### config.mk
export PLATFORM = sky130hd
export DESIGN_NAME = sdc_out_stage_flat
export DESIGN_NICKNAME = d
export VERILOG_FILES = /design/src/sdc_pkg.sv /design/src/sdc_out_if.sv /design/src/sdc_out_stage.sv /design/src/flat_wrapper.sv
export SDC_FILE = /design/constraint.sdc
export NUM_CORES = 1
export LEC_CHECK = 0
export ABC_AREA = 0
export BUFFER_PORTS_ARGS = -buffer_cell sky130_fd_sc_hd__buf_4
export CAP_MARGIN = 5
export CORE_ASPECT_RATIO = 1.25
export CORE_MARGIN = 2
export CORE_UTILIZATION = 40
export DETAILED_ROUTE_END_ITERATION = 10
export PLACE_DENSITY = 0.67
export SKIP_CTS_REPAIR_TIMING = 1
export SLEW_MARGIN = 20
export SYNTH_ARGS = -nofsm -noshare
export SYNTH_HDL_FRONTEND = slang
export SYNTH_SLANG_ARGS = --single-unit
### constraint.sdc
create_clock -name clk -period 11.35 [get_ports clk]
set_input_delay 0.5675 -clock clk [delete_from_list [all_inputs] [get_ports clk]]
set_output_delay 0.5675 -clock clk [all_outputs]
set_load 0.03 [all_outputs]
### src/sdc_pkg.sv
// Shared types, codes and constants of the disk controller host ports.
// No dependencies; every other file of the block but sdc_ram uses this package.
package sdc_pkg;

  // Fixed field widths
  localparam int BYTE_W         = 8;
  localparam int SECTOR_INDEX_W = 19;
  localparam int SEC_W          = 7;
  localparam int COUNT_W        = 7;
  localparam int CYL_W          = 12;
  localparam int HEAD_W         = 3;
  // Track number cyl*HEADS + head for up to eight heads
  localparam int TRK_W          = CYL_W + HEAD_W;

  // Item kinds
  typedef enum logic [1:0] {
    REQ_HOST_RD   = 2'd0,
    REQ_HOST_WR   = 2'd1,
    REQ_DISK_FILL = 2'd2,
    REQ_DISK_PULL = 2'd3
  } req_type_t;

  // Host port numbers
  localparam logic [2:0] PORT_CMD      = 3'd0;
  localparam logic [2:0] PORT_DATA     = 3'd1;
  localparam logic [2:0] PORT_RES0     = 3'd2;
  localparam logic [2:0] PORT_HEAD_CYL = 3'd3;
  localparam logic [2:0] PORT_CYL_LO   = 3'd4;
  localparam logic [2:0] PORT_SECTOR   = 3'd5;
  localparam logic [2:0] PORT_COUNT    = 3'd6;
  localparam logic [2:0] PORT_RES5     = 3'd7;

  // Commands
  localparam logic [7:0] CMD_ACK        = 8'h00;
  localparam logic [7:0] CMD_READ       = 8'h43;
  localparam logic [7:0] CMD_READ_RETRY = 8'h53;
  localparam logic [7:0] CMD_WRITE      = 8'h42;
  localparam logic [7:0] CMD_WRITE_ALT  = 8'h52;

  // Disk request codes
  typedef enum logic [1:0] {
    DREQ_NONE  = 2'd0,
    DREQ_READ  = 2'd1,
    DREQ_WRITE = 2'd2
  } dreq_t;

  // Status bits and status words
  localparam int         ST_XFER_BIT       = 2;
  localparam int         ST_READDIR_BIT    = 1;
  localparam logic [7:0] STATUS_DONE       = 8'h41;
  localparam logic [7:0] STATUS_ACK        = 8'h01;
  localparam logic [7:0] STATUS_BUSY       = 8'h09;
  localparam logic [7:0] STATUS_WRITE_XFER = 8'h05;
  localparam logic [7:0] STATUS_READ_XFER  = 8'h07;
  localparam logic [7:0] STATUS_REJECT     = 8'h81;

  // Result register values after reset; only the first one ever changes
  localparam logic [7:0] RES0_RESET = 8'h16;
  localparam logic [7:0] RES1       = 8'hAA;
  localparam logic [7:0] RES2       = 8'h55;
  localparam logic [7:0] RES3       = 8'hF0;
  localparam logic [7:0] RES4       = 8'h0F;
  localparam logic [7:0] RES5       = 8'h00;

  // Masks on parameter bytes
  localparam logic [7:0] COUNT_KEEP_MASK = 8'h80;

  // Disk transfer phase
  typedef enum logic [2:0] {
    PH_IDLE  = 3'b001,
    PH_FILL  = 3'b010,
    PH_DRAIN = 3'b100
  } phase_t;

  // One accepted input item
  typedef struct packed {
    logic [1:0]        req_type;
    logic [2:0]        port;
    logic [BYTE_W-1:0] host_wdata;
    logic [BYTE_W-1:0] disk_rdata;
  } in_item_t;

  // Item in flight between the control stage and the output stage
  typedef struct packed {
    logic [BYTE_W-1:0] host_rdata;
    logic              ram_to_host;
    logic              ram_to_disk;
    dreq_t             disk_request;
    logic [TRK_W-1:0]  trk;
    logic [SEC_W-1:0]  sec;
    logic [1:0]        count;
    logic              last;
  } s1_item_t;

endpackage

### src/sdc_out_if.sv
// Result channel of the disk controller ports: valid/ready plus one result.
// Depends on sdc_pkg for field widths.
interface sdc_out_if;
  logic                              valid;
  logic                              ready;
  logic [sdc_pkg::BYTE_W-1:0]         host_rdata;
  logic [1:0]                        disk_request;
  logic [sdc_pkg::SECTOR_INDEX_W-1:0] disk_sector_index;
  logic [1:0]                        disk_sector_count;
  logic [sdc_pkg::BYTE_W-1:0]         disk_wdata;
  logic                              disk_last;

  modport source (output valid, host_rdata, disk_request, disk_sector_index,
                  disk_sector_count, disk_wdata, disk_last, input ready);
  modport sink   (input valid, host_rdata, disk_request, disk_sector_index,
                  disk_sector_count, disk_wdata, disk_last, output ready);
endinterface

### src/sdc_out_stage.sv
// Output stage: merges buffer read data, finishes the sector index and
// holds the result register. Depends on sdc_pkg.
module sdc_out_stage #(
  parameter int SECTORS_PER_TRACK = 22
) (
  input  logic                       clk,
  input  logic                       rst_n,
  input  logic                       s1_load,
  input  sdc_pkg::s1_item_t          s1_item,
  input  logic [sdc_pkg::BYTE_W-1:0] ram_rdata,
  output logic                       s1_ready,
  sdc_out_if.source                  out_chan
);
  import sdc_pkg::*;

  localparam int PROD_W = TRK_W + SEC_W;

  logic                      s1_v_r;
  s1_item_t                  s1_r;
  logic                      out_v_r;
  logic [BYTE_W-1:0]         host_rdata_r, host_rdata_nxt;
  dreq_t                     dreq_r;
  logic [SECTOR_INDEX_W-1:0] index_r, index_nxt;
  logic [1:0]                count_r;
  logic [BYTE_W-1:0]         wdata_r, wdata_nxt;
  logic                      last_r;
  logic                      advance;
  logic [PROD_W-1:0]         prod;

  assign advance  = s1_v_r && (!out_v_r || out_chan.ready);
  assign s1_ready = !s1_v_r || !out_v_r || out_chan.ready;

  // Linear sector from track and sector
  always_comb begin
    prod           = PROD_W'(s1_r.trk) * PROD_W'(SECTORS_PER_TRACK) + PROD_W'(s1_r.sec);
    index_nxt      = prod[SECTOR_INDEX_W-1:0];
    host_rdata_nxt = s1_r.ram_to_host ? ram_rdata : s1_r.host_rdata;
    wdata_nxt      = s1_r.ram_to_disk ? ram_rdata : '0;
  end

  // Stage valid flags
  always_ff @(posedge clk) begin
    if (!rst_n) begin
      s1_v_r  <= 1'b0;
      out_v_r <= 1'b0;
    end else begin
      if (s1_load) begin
        s1_v_r <= 1'b1;
      end else if (advance) begin
        s1_v_r <= 1'b0;
      end
      if (advance) begin
        out_v_r <= 1'b1;
      end else if (out_chan.ready) begin
        out_v_r <= 1'b0;
      end
    end
  end

  // Payload registers
  always_ff @(posedge clk) begin
    if (s1_load) begin
      s1_r <= s1_item;
    end
    if (advance) begin
      host_rdata_r <= host_rdata_nxt;
      dreq_r       <= s1_r.disk_request;
      index_r      <= index_nxt;
      count_r      <= s1_r.count;
      wdata_r      <= wdata_nxt;
      last_r       <= s1_r.last;
    end
  end

  assign out_chan.valid             = out_v_r;
  assign out_chan.host_rdata        = host_rdata_r;
  assign out_chan.disk_request      = dreq_r;
  assign out_chan.disk_sector_index = index_r;
  assign out_chan.disk_sector_count = count_r;
  assign out_chan.disk_wdata        = wdata_r;
  assign out_chan.disk_last         = last_r;

`ifndef SYNTHESIS
  // A loaded item is held in the stage on the next cycle
  a_load_held: assert property (@(posedge clk) disable iff (!rst_n)
    s1_load |=> s1_v_r)
    else $error("accepted item lost from stage one");

  // No item is loaded into a full stage that cannot drain
  a_no_overrun: assert property (@(posedge clk) disable iff (!rst_n)
    (s1_v_r && out_v_r && !out_chan.ready) |-> !s1_load)
    else $error("stage one overwritten while stalled");
`endif

endmodule

### src/flat_wrapper.sv
// flat-port wrapper written by rule: the top's interface ports become plain ports
module sdc_out_stage_flat import sdc_pkg::*;
#(
  parameter int SECTORS_PER_TRACK = 22
)
  (clk, rst_n, s1_load, s1_item, ram_rdata, s1_ready, out_chan_valid, out_chan_host_rdata, out_chan_disk_request, out_chan_disk_sector_index, out_chan_disk_sector_count, out_chan_disk_wdata, out_chan_disk_last, out_chan_ready);
  sdc_out_if out_chan_i ();
  input  logic clk;
  input  logic rst_n;
  input  logic s1_load;
  input  sdc_pkg::s1_item_t s1_item;
  input  logic [sdc_pkg::BYTE_W-1:0] ram_rdata;
  output logic s1_ready;
  output wire logic [$bits(out_chan_i.valid)-1:0] out_chan_valid;
  output wire logic [$bits(out_chan_i.host_rdata)-1:0] out_chan_host_rdata;
  output wire logic [$bits(out_chan_i.disk_request)-1:0] out_chan_disk_request;
  output wire logic [$bits(out_chan_i.disk_sector_index)-1:0] out_chan_disk_sector_index;
  output wire logic [$bits(out_chan_i.disk_sector_count)-1:0] out_chan_disk_sector_count;
  output wire logic [$bits(out_chan_i.disk_wdata)-1:0] out_chan_disk_wdata;
  output wire logic [$bits(out_chan_i.disk_last)-1:0] out_chan_disk_last;
  input wire logic [$bits(out_chan_i.ready)-1:0] out_chan_ready;
  assign out_chan_valid = out_chan_i.valid;
  assign out_chan_host_rdata = out_chan_i.host_rdata;
  assign out_chan_disk_request = out_chan_i.disk_request;
  assign out_chan_disk_sector_index = out_chan_i.disk_sector_index;
  assign out_chan_disk_sector_count = out_chan_i.disk_sector_count;
  assign out_chan_disk_wdata = out_chan_i.disk_wdata;
  assign out_chan_disk_last = out_chan_i.disk_last;
  assign out_chan_i.ready = out_chan_ready;
  sdc_out_stage #(.SECTORS_PER_TRACK(SECTORS_PER_TRACK)) u_core (.clk(clk), .rst_n(rst_n), .s1_load(s1_load), .s1_item(s1_item), .ram_rdata(ram_rdata), .s1_ready(s1_ready), .out_chan(out_chan_i));
endmodule
## After elaboration in Yosys (flattened, before gate mapping)

Cells that the tools add are included.

| operators by class | value |
|---|---|
| multiplexer cells | 5 |
| $add $sub $neg | 1 |
| reduce and logical (&&, ||, !) cells | 8 |
| $mul | 1 |

Operator list:

| operator | count |
|---|---|
| $add A19 B7 Y19 | 1 |
| $mul A15 B4 Y18 const B | 1 |
| $mux W8 | 1 |
| $mux W1 | 4 |
| $reduce_bool A2 Y1 | 2 |
| $logic_or A1 B1 Y1 | 3 |
| $logic_not A1 Y1 | 2 |
| $logic_and A1 B1 Y1 | 1 |

| storage, ports and cells | value |
|---|---|
| output and inout bits | 42 |
| logic and storage cells | 31 |
| input bits | 49 |
| register bits after elaboration | 79 |

## Depth between registers and ports, before layout

Gate-level depths: netlist (run 1).

| logic depth | value |
|---|---|
| word-level depth | 5 |
| mapped depth | 15 |
| mapped depth without buffers | 15 |

## Worst setup path before layout (run 1)

Ideal clock, no wire load.

| path | value |
|---|---|
| kind | register -> register |
| start point | reg u_core.s1_r[11] (netlist name) |
| end point | reg u_core.index_r[18], in the netlist u_core.out_chan.disk_sector_index[18], data pin |
| path slack | 7583 ps |
| data required time | 11082 ps |
| setup time | 268 ps |
| arrival | 3499 ps |
| cell stages (with the launch flop) | 12 |
| buffers on the path | 0 |
| period minus slack after synthesis | 3767 ps |
| path through | edfxtp_1 > ha_1 > fa_1 > ha_1 > nor2b_4 > o31a_1 > or4b_2 > a21oi_1 > o211ai_1 > nor2b_1 > nand4b_1 > xnor3_1 |

| between the ends | value |
|---|---|
| longest elaborated chain between the ends | 2 |

RTL lines:

| what | line | RTL |
|---|---|---|
| from (decl) | sdc_out_stage.sv:19 | `s1_item_t s1_r;` |
| from (signal assigned) | sdc_out_stage.sv:63 | `s1_r <= s1_item;` |
| $mul A15 B4 Y18 | sdc_out_stage.sv:35 | `prod = PROD_W'(s1_r.trk) * PROD_W'(SECTORS_PER_TRACK) + PROD_W'(s1_r.sec);` |
| $add A19 B7 Y19 | sdc_out_stage.sv:35 |  |
| via u_core.prod[18] | sdc_out_stage.sv:28 | `logic [PROD_W-1:0] prod;` |
| to (signal assigned) | sdc_out_stage.sv:68 | `index_r <= index_nxt;` |
| to (decl) | sdc_out_stage.sv:23 | `logic [SECTOR_INDEX_W-1:0] index_r, index_nxt;` |

The timed path passes the listed nets, and every way through them passes these cells.
A chain may end at the register's enable or synchronous reset.

## Worst setup path in the final report (run 1)

| path | value |
|---|---|
| start point | reg u_core.s1_r[13] (netlist name) |
| end point | reg u_core.index_r[18], in the netlist u_core.out_chan.disk_sector_index[18], data pin |

The elaborated chain is that of the path after synthesis.

==> impl_results.md, run 1 <==
* Crit share post-route at a little over a third
* Peak VDD IR at approximately 76 uV
* Post-synthesis sequential area ratio at approximately 54%
* Final min period at approximately 4100 ps
* Die Y at about 120 um
* Startpoint types: flop
* Synth Net Count at around 430
* Run status: finished, final reports clean
* Via count at 2,766
* DRT Wirelength at around 7600 um
* Core area at 0.0106 mm2
* Main combinational cell family by area after synthesis: adder cells
* TritonCTS Buffers at 9
* Dpl ws at 7260 ps
* Clock sinks at 79
* Final Skew at 8.65 ps
* Slew Limit Fails at 0
* Worst-case clock buffer depth at 2
* Worst-margin pin slew at 532 ps
* Most frequent cells in the layout: buf_4 (90), edfxtp_1 (77), inv_1 (62), ha_1 (39), xnor2_1 (20)
* RSZ-0062 raised after global routing: false
* Area growth, synth to finish at 26.8%
* Initial antenna violation count at 0
* Final net count at between 500 and 600
* Async set-reset flop share out of synthesis at 0%
* Die width at 97.2 um
* Share of cells above drive strength 1 at a little over a quarter
* Starting density of the core at 40.9%
* Ys Warns at 0
* Setup violators final at 0
* Synth cell types at 47
* Setup CP Type: reg -> reg
* Detailed placer's ending HPWL at slightly below 6000 um
* FP Rows at 42
* Setup TNS at 0 ps
* Hold Violations, Final at 0
* Share of the synthesized area in the top cell type at between 50% and 60%
* XOR/XNOR Fraction of Synth Area at between 5 and 6%
* Placer congestion estimate at between 0.8 and 0.9
* Max cap viols at 0
* Post-Synth Adder-Cell Area at roughly 17%
* Antenna viol nets, final at 0
* Post-synth EDFFs at slightly below 80
* DR WL/cell at 13.3 um
* Drt pass-1 iters at 4
* Power per cell area at ~200 mW/mm2
* Rel. slew slack at around 64%
* Detailed router's first-iteration violation count at 106
* CP Cell Sequence: ha_1, inv_1, fa_1, inv_1, ha_1, a21oi_1, o211ai_1, or4b_2, a21oi_1, o211ai_1, nor2b_1, nand4b_1, xnor3_1
* Die footprint at 0.0117 mm2
* Clk root buf: clkbuf_16
* Port bufs at 90
* Crit path max fanout at 5
* Synth Area in Compound Gates at ~7.7%
* TritonCTS clock tree: done
* Peak Freq at 246 MHz
* P_leak at around 2.4 nW
* Ant diodes at 0
* Final WS setup at between 7000 and 8000 ps
* Data required, critical path at 11,420 ps
* Utilization after layout at about 52%
* Max incr delay on CP at roughly 630 ps
* Largest net degree at the start of global routing at a little over 40
* H-tree Lvls at 3
* Mapped Cells at 333
* Post-synthesis mux area share at 2.30%
* Clock Pin Slew Worst Setup and Hold Paths at 60 ps
* Vias in the first global route at ~2,900
* Area leader, netlist: edfxtp_1
* Post-Synth Simple-Gate Area at ~7.4%
* Top cells by area, synth: edfxtp_1 (53%), ha_1 (11%), fa_1 (6.0%)
* Total global-route track usage at between 10% and 20%
* Number of remaining DRC errors at 0
* Worst-Skew Late Latency at roughly 330 ps
* Synthesized area at approximately 0.0043 mm2
* Syn avg cell area at 13.0 um2
* First-pass GRT wire length at between 10,000 and 15,000 um
* Slowest-stage cell, CP: or4b_2
* Arr. time, crit path at 4140 ps
* IO Pins at 91
* Hold Path Class: in -> reg
* Dominant synthesized flop cell: edfxtp_1
* Seq cells post-synth at between 70 and 80
* Commonest non-fill, non-tap cell in the layout: buf_4
* Vias/cell at roughly 4.9
* Crit end category: flop
* Overflow after GRT at 0
[cell usage after synthesis, types with 4 or more instances]
| library cell | instances |
|---|---|
| xor2_1 | 6 |
| mux2_2 | 8 |
| xnor2_1 | 20 |
| ha_1 | 39 |
| inv_1 | 62 |
| a21oi_1 | 15 |
| nor2b_1 | 4 |
| fa_1 | 13 |
| o21a_1 | 5 |
| edfxtp_1 | 77 |
| nor2_1 | 10 |
| and2_1 | 9 |
| o21ai_0 | 6 |
| nand2_1 | 9 |
[layout make-up]
| type | count | area, um2 |
|---|---|---|
| repair buffers | 91 | 703 |
| flip-flops and latches | 79 | 2350 |
| fillers | 926 | 5100 |
| multi-input cells | 190 | 1760 |
| inverters | 62 | 233 |
| clock buffers | 9 | 225 |
| well taps | 132 | 165 |
| clock inverters | 7 | 71.3 |
[power breakdown]
group          switching (W)  leakage (nW)  internal, W
registers          0.0000136         0.754     0.000376
logic               0.000243          1.50     0.000194
clock network       0.000111         0.140     0.000171
[path summary, 6_finish.rpt]
path | slack [ps] | end | cells past startpoint | from
min reg2reg | 420 | u_core.out_chan.disk_sector_count[0] | 0 | u_core.s1_r[1]
max reg2reg | 7280 | u_core.out_chan.disk_sector_index[18] | 13 | u_core.s1_r[13]
max | 7280 | u_core.out_chan.disk_sector_index[18] | 13 | u_core.s1_r[13]
min | 410 | u_core.s1_r[18] | 1 | s1_item[18]
[logic make-up (layout without fill, tap and decap cells)]
| group | Yosys count | count (layout) |
|---|---|---|
| AOI/OAI and AO/OA | 47 | 47 |
| xor gates and xnor gates | 27 | 27 |
| adders and majority gates | 52 | 52 |
| buffers and inverters | 64 | 169 |
| DFF | 79 | 79 |
| muxes | 9 | 9 |
| and+or+nand+nor | 55 | 55 |
[stage by stage]
step / cells / area, um2 / power, W / hold WS [ps]
final: 570 / 5510 / 0.00111 / 412
after global routing: 570 / 5510 / 0.00119 / 396
after CTS: 569 / 5480 / 0.00112 / 392
after detailed placement: 553 / 5190 / 0.000835 / 408
after global placement: 553 / 5190 / 0.000822 / 401
after floorplan: 333 / 4350 / 0.000727 / 400
[registers in the layout (all words and copies together) (netlist names)]
name                               flops
u_core.s1_v_r                          1
u_core.out_chan.disk_sector_count      2
u_core.out_chan.host_rdata             8
u_core.out_chan.disk_last              1
u_core.out_chan.disk_sector_index     19
u_core.s1_r                           37
u_core.out_chan.disk_request           2
u_core.out_chan.disk_wdata             8
u_core.out_chan.valid                  1
[metal layers]
metal,vias up,part of all wire (%),GRT usage (%)
met5,-,0,0
met4,0,1.6,6.94
met3,9,4.4,3.58
met2,71,54,25.0
met1,1306,40,14.7
li1,1380,-,-
[critical path: cells and delay by family, from the launching register on]
kind / cells / cell delay [ps]
AOI/OAI and AO/OA: 4 / 800
xor gates and xnor gates: 1 / 350
adders and majority gates: 3 / 1160
buffers and inverters: 2 / 90
DFF: 1 / 430
and+or+nand+nor: 3 / 980
No activity file was read; power rests on OpenSTA's default activity.
==> run 2: changes to the inputs <==
--- a/config.mk
+++ b/config.mk
@@ -12,7 +12,7 @@
 export CORE_MARGIN = 2
 export CORE_UTILIZATION = 40
 export DETAILED_ROUTE_END_ITERATION = 10
-export PLACE_DENSITY = 0.67
+export PLACE_DENSITY = 0.7
 export SKIP_CTS_REPAIR_TIMING = 1
 export SLEW_MARGIN = 20
 export SYNTH_ARGS = -nofsm -noshare
==> constraint.sdc (replaced) <==
create_clock -name clk -period 3.7 [get_ports clk]
set_input_delay 0.185 -clock clk [delete_from_list [all_inputs] [get_ports clk]]
set_output_delay 0.185 -clock clk [all_outputs]
set_load 0.03 [all_outputs]
==> impl_results.md, run 2 (synthesized netlist as in run 1, its figures left out) <==
* Most frequent cells in the layout: buf_4 (129), edfxtp_1 (77), inv_1 (60), ha_1 (34), xnor2_1 (20)
* Slowest-stage cell, CP: fa_1
* Failing checks: setup timing
* CP most frequent cell: buf_4
* Drt pass-1 iters at 4
* Crit end category: flop
* Peak VDD IR at roughly 260 uV
* Placer congestion estimate at approximately 0.76
* R2R depth at 16
* Detailed placer's ending HPWL at 6090 um
* Clk root buf: clkbuf_16
* Die Y at between 100 and 150 um
* Arr. time, crit path at between 3000 and 4000 ps
* Largest net degree at the start of global routing at between 40 and 50
* Commonest non-fill, non-tap cell in the layout: buf_4
* H-tree Lvls at 3
* DR WL/cell at about 13 um
* Startpoint types: flop
* Die footprint at ~0.012 mm2
* Initial antenna violation count at 0
* Power per cell area at ~650 mW/mm2
* Peak Freq at 266 MHz
* Clock Pin Slew Worst Setup and Hold Paths at ~60 ps
* Vias in the first global route at 3,068
* Setup violators final at 2
* Flop2flop setup slack at -60 ps
* Worst-case clock buffer depth at 2
* DRT Wirelength at around 8200 um
* Worst-Skew Late Latency at between 300 and 400 ps
* P_leak at 2.61 nW
* Total design power at 0.00386 W
* Max reg flops at 37
* Setup CP Type: reg -> reg
* R2r startpoint: u_core.s1_r[13]
* TritonCTS clock tree: done
* Crit share post-route at 102%
* Overflow after GRT at 0
* Hold Violations, Final at 0
* Layout Cells excl Fill at a little over 600
* Rel. slew slack at 67.3%
* Worst hold path depth at 1
* Worst-margin pin slew at 490 ps
* Die width at between 90 and 100 um
* Max cap viols at 0
* TritonCTS Buffers at 9
* Crit path max fanout at 5
* Port bufs at 90
* First-pass GRT wire length at between 10,000 and 15,000 um
* Hold Path Class: in -> reg
* Run status: finished, violations left
* Final WS setup at -56.8 ps
* Final Skew at between 4 and 5 ps
* Area growth, synth to finish at 36.5%
* CP delay by family, top: adder cells
* Final min period at roughly 3800 ps
* Total global-route track usage at about 14%
* Antenna viol nets, final at 0
* Final net count at about 570
* Share of cells above drive strength 1 at a little over a third
* Clock sinks at 79
* Detailed router's first-iteration violation count at between 80 and 90
* Core area at 0.0106 mm2
* Via count at about 3,000
* RSZ-0062 raised after global routing: true
* Slew Limit Fails at 0
* Max incr delay on CP at 510 ps
* FP Rows at 42
* Starting density of the core at between 40% and 50%
* Hold Crit Endpoint: u_core.s1_r[12]
* CP Cell Sequence: ha_1, inv_1, fa_1, inv_2, ha_4, buf_4, a21oi_4, o211ai_1, buf_4, nand2b_1, a311oi_2, buf_4, a31oi_1, o21ai_0, a21oi_1, xnor3_1
* Ant diodes at 0
* Hold wc startpoint: s1_item[12]
* IO Pins at 91
* Data required, critical path at around 3800 ps
* Number of remaining DRC errors at 0
* Vias/cell at slightly below 5
* Reg2reg end: u_core.out_chan.disk_sector_index[18]
* Most flops, register: u_core.s1_r
* Cell Count Post-Placement at 582
* Buf/Inv on CP at 5
-- run 2: changes by cell type in the layout (fill, tap and decap cells not counted), sizes merged --
cell,delta
buf,+39
bufinv,+1
clkbuf,+2
clkinv,+1
clkinvlp,-2
inv,-2
-- run 2: stage by stage --
step | instance area, um2 | setup WS [ps] | hold slack, ps | utilization, % | TNS (ps)
after detailed placement | 5450 | -99.1 | 364 | 51.3 | -99.1
after CTS | 5770 | -113 | 15.5 | 54.4 | -142
after global routing | 5930 | -192 | 13.7 | 55.9 | -521
final | 5930 | -56.8 | 31.8 | 55.9 | -57.9
after global placement | 5450 | -28.9 | 363 | 51.3 | -28.9
after floorplan | 4390 | 15.7 | 284 | - | 0
-- run 2: cell type report --
| class | instances | area [um2] |
|---|---|---|
| Inverter | 62 | 233 |
| Clock buffer | 11 | 243 |
| Sequential cell | 79 | 2350 |
| Timing Repair Buffer | 130 | 988 |
| Multi-Input combinational cell | 190 | 1870 |
| Tap cell | 132 | 165 |
| Fill cell | 904 | 4680 |
| Clock inverter | 5 | 82.6 |
-- run 2: worst max path at each step --
stage	from	end	slack, ps	cells after the start
global route	u_core.s1_r[11]	u_core.out_chan.disk_sector_index[18]	-190	11
detailed placement	u_core.s1_r[13]	u_core.out_chan.disk_sector_index[18]	-100	11
finish	u_core.s1_r[13]	u_core.out_chan.disk_sector_index[18]	-60	16
global placement	u_core.s1_r[13]	u_core.out_chan.disk_sector_index[18]	-30	11
floorplan	u_core.s1_r[13]	u_core.out_chan.disk_sector_index[18]	20	11
CTS	u_core.s1_r[13]	u_core.out_chan.disk_sector_index[18]	-110	11
-- run 2: per-layer routing --
layer | up-vias | part of all wire, % | track usage (%)
met5 | - | 0 | 0
met4 | 0 | 1.1 | 5.99
met3 | 8 | 4.2 | 2.95
met2 | 84 | 55 | 27.0
met1 | 1427 | 39 | 15.4
li1 | 1456 | - | -
-- run 2: report_power, final --
part	total [W]	switching, W	internal [W]
logic	0.00172	0.000861	0.000862
registers	0.00119	0.0000382	0.00115
clock network	0.000947	0.000337	0.000610
total	0.00386	0.00124	0.00263
==> run 3: changes to the inputs <==
--- a/config.mk
+++ b/config.mk
@@ -12,6 +12,7 @@
 export CORE_MARGIN = 2
 export CORE_UTILIZATION = 40
 export DETAILED_ROUTE_END_ITERATION = 10
+export GPL_ROUTABILITY_DRIVEN = 1
 export PLACE_DENSITY = 0.7
 export SKIP_CTS_REPAIR_TIMING = 1
 export SLEW_MARGIN = 20
==> constraint.sdc (replaced) <==
create_clock -name clk -period 3.4 [get_ports clk]
set_input_delay 0.17 -clock clk [delete_from_list [all_inputs] [get_ports clk]]
set_output_delay 0.17 -clock clk [all_outputs]
set_load 0.03 [all_outputs]
==> impl_results.md, run 3 (synthesized netlist as in run 1, its figures left out) <==
* Hold Violations, Final at 0
* Total global-route track usage at ~14%
* CP Cell Sequence: ha_1, fa_1, ha_4, nor2b_4, o31a_1, or4b_4, a21oi_4, o21ai_2, nor3b_2, buf_4, nand4_1, xor2_1
* H-tree Lvls at 3
* Die footprint at approximately 0.012 mm2
* Placer congestion estimate at 0.815
* P_leak at approximately 2.7 nW
* Clock group share of total power at between 20% and 30%
* Crit share post-route at 105%
* Vias in the first global route at ~2,900
* Metal2 WL at approximately 4400 um
* CP Depth at 12
* Share of cells above drive strength 1 at approximately 40%
* Max incr delay on CP at about 550 ps
* Fillers at around 880
* Top routing layer used: met4
* Starting density of the core at about two fifths
* Startpoint types: flop
* Max reg flops at 37
* Logic pwr share at 46.4%
* Arr. time, crit path at 3640 ps
* Max cap viols at 0
* Buf/Inv on CP at 1
* Final min period at ~3600 ps
* Switching part of the total at between 30% and 40%
* Worst-Skew Late Latency at about 330 ps
* Run status: finished, violations left
* Clk root buf: clkbuf_16
* DR WL/cell at 13.1 um
* Ant diodes at 0
* First-pass GRT wire length at between 10,000 and 15,000 um
* Die Y at 121 um
* Detailed router's first-iteration violation count at 50
* Most frequent cells in the layout: buf_4 (137), edfxtp_1 (77), inv_1 (60), ha_1 (34), xnor2_1 (16)
* Via count at 2,933
* Clock sinks at between 70 and 80
* Worst-margin pin slew at between 400 and 500 ps
* Crit path max fanout at 5
* Vias/cell at approximately 4.7
* Sw power at between 0.001 and 0.0015 W
* R2R depth at 12
* Clock Pin Slew Worst Setup and Hold Paths at ~60 ps
* Overflow after GRT at 0
* Number of remaining DRC errors at 0
* Detailed placer's ending HPWL at between 6000 and 7000 um
* Antenna viol nets, final at 0
* Slowest-stage cell, CP: or4b_4
* Final Skew at between 9 and 10 ps
* Largest net degree at the start of global routing at 41
* Hold Path Class: in -> reg
* Seq pwr share at 29.8%
* Drt pass-1 iters at 4
* Failing checks: setup timing
* Crit end category: flop
* Setup violators final at 5
* Setup CP Type: reg -> reg
* Commonest non-fill, non-tap cell in the layout: buf_4
* Die width at 97.2 um
* Hold slack at 11.7 ps
* CP delay by family, top: adder cells
* Data required, critical path at ~3500 ps
* Final net count at about 590
* Area growth, synth to finish at 41.0%
* Port bufs at 90
* Dpl ws at -263 ps
* Met1 wire length at 3260 um
* Worst-case clock buffer depth at 2
* Most flops, register: u_core.s1_r
* Peak VDD IR at roughly 400 uV
* TritonCTS Buffers at 9
* Core area at ~0.011 mm2
* Initial antenna violation count at 0
* DRT Wirelength at about 8000 um
* Final WS setup at -168 ps
* Peak Freq at 280 MHz
* IO Pins at between 90 and 100
* Rel. slew slack at about two thirds
* Worst hold path depth at 1
* Cell-internal power at just under 0.003 W
* WL met3 at 365 um
* TritonCTS clock tree: done
* Slew Limit Fails at 0
* FP Rows at 42
* RSZ-0062 raised after global routing: true
* Power per cell area at 713 mW/mm2
-- run 3: cell type report --
cell class / instances / area [um2] / share of cell area (%)
clock buffers: 10 / 239 / 3.90
clock inverters: 6 / 90.1 / 1.47
inverters: 62 / 233 / 3.80
multi-input cells: 190 / 1940 / 31.7
flip-flops and latches: 79 / 2350 / 38.4
well taps: 132 / 165 / 2.69
repair buffers: 144 / 1110 / 18.1
-- run 3: metal layers --
metal	GRT usage (%)	vias to the layer above
met2	25.2	68
met5	0	-
met3	3.87	14
li1	-	1481
met1	15.7	1370
met4	4.43	0
-- run 3: worst paths after layout --
path | from | end | slack [ps]
max | u_core.s1_r[13] | u_core.out_chan.disk_sector_index[17] | -170
min | s1_item[24] | u_core.s1_r[24] | 10
max reg2reg | u_core.s1_r[13] | u_core.out_chan.disk_sector_index[17] | -170
min reg2reg | u_core.s1_r[3] | u_core.out_chan.disk_sector_index[0] | 420
-- run 3: stage by stage --
| stage | utilization [%] | std cells | cell area (um2) | setup TNS (ps) | power, W |
|---|---|---|---|---|---|
| floorplan | - | 333 | 4400 | -90.0 | 0.00248 |
| global placement | 52.1 | 592 | 5530 | -575 | 0.00309 |
| detailed placement | 52.1 | 592 | 5530 | -1180 | 0.00314 |
| CTS | 55.2 | 608 | 5860 | -1370 | 0.00420 |
| global route | 57.7 | 623 | 6130 | -1750 | 0.00465 |
| finish | 57.7 | 623 | 6130 | -598 | 0.00437 |
-- run 3: power groups by stage --
| stage | clock (W) | sequential [W] | combinational [W] |
|---|---|---|---|
| after global routing | 0.00111 | 0.00131 | 0.00223 |
| after detailed placement | 0 | 0.00132 | 0.00182 |
| after global placement | 0 | 0.00132 | 0.00177 |
| after floorplan | 0 | 0.00146 | 0.00102 |
| final | 0.00104 | 0.00130 | 0.00203 |
| after CTS | 0.00107 | 0.00130 | 0.00183 |
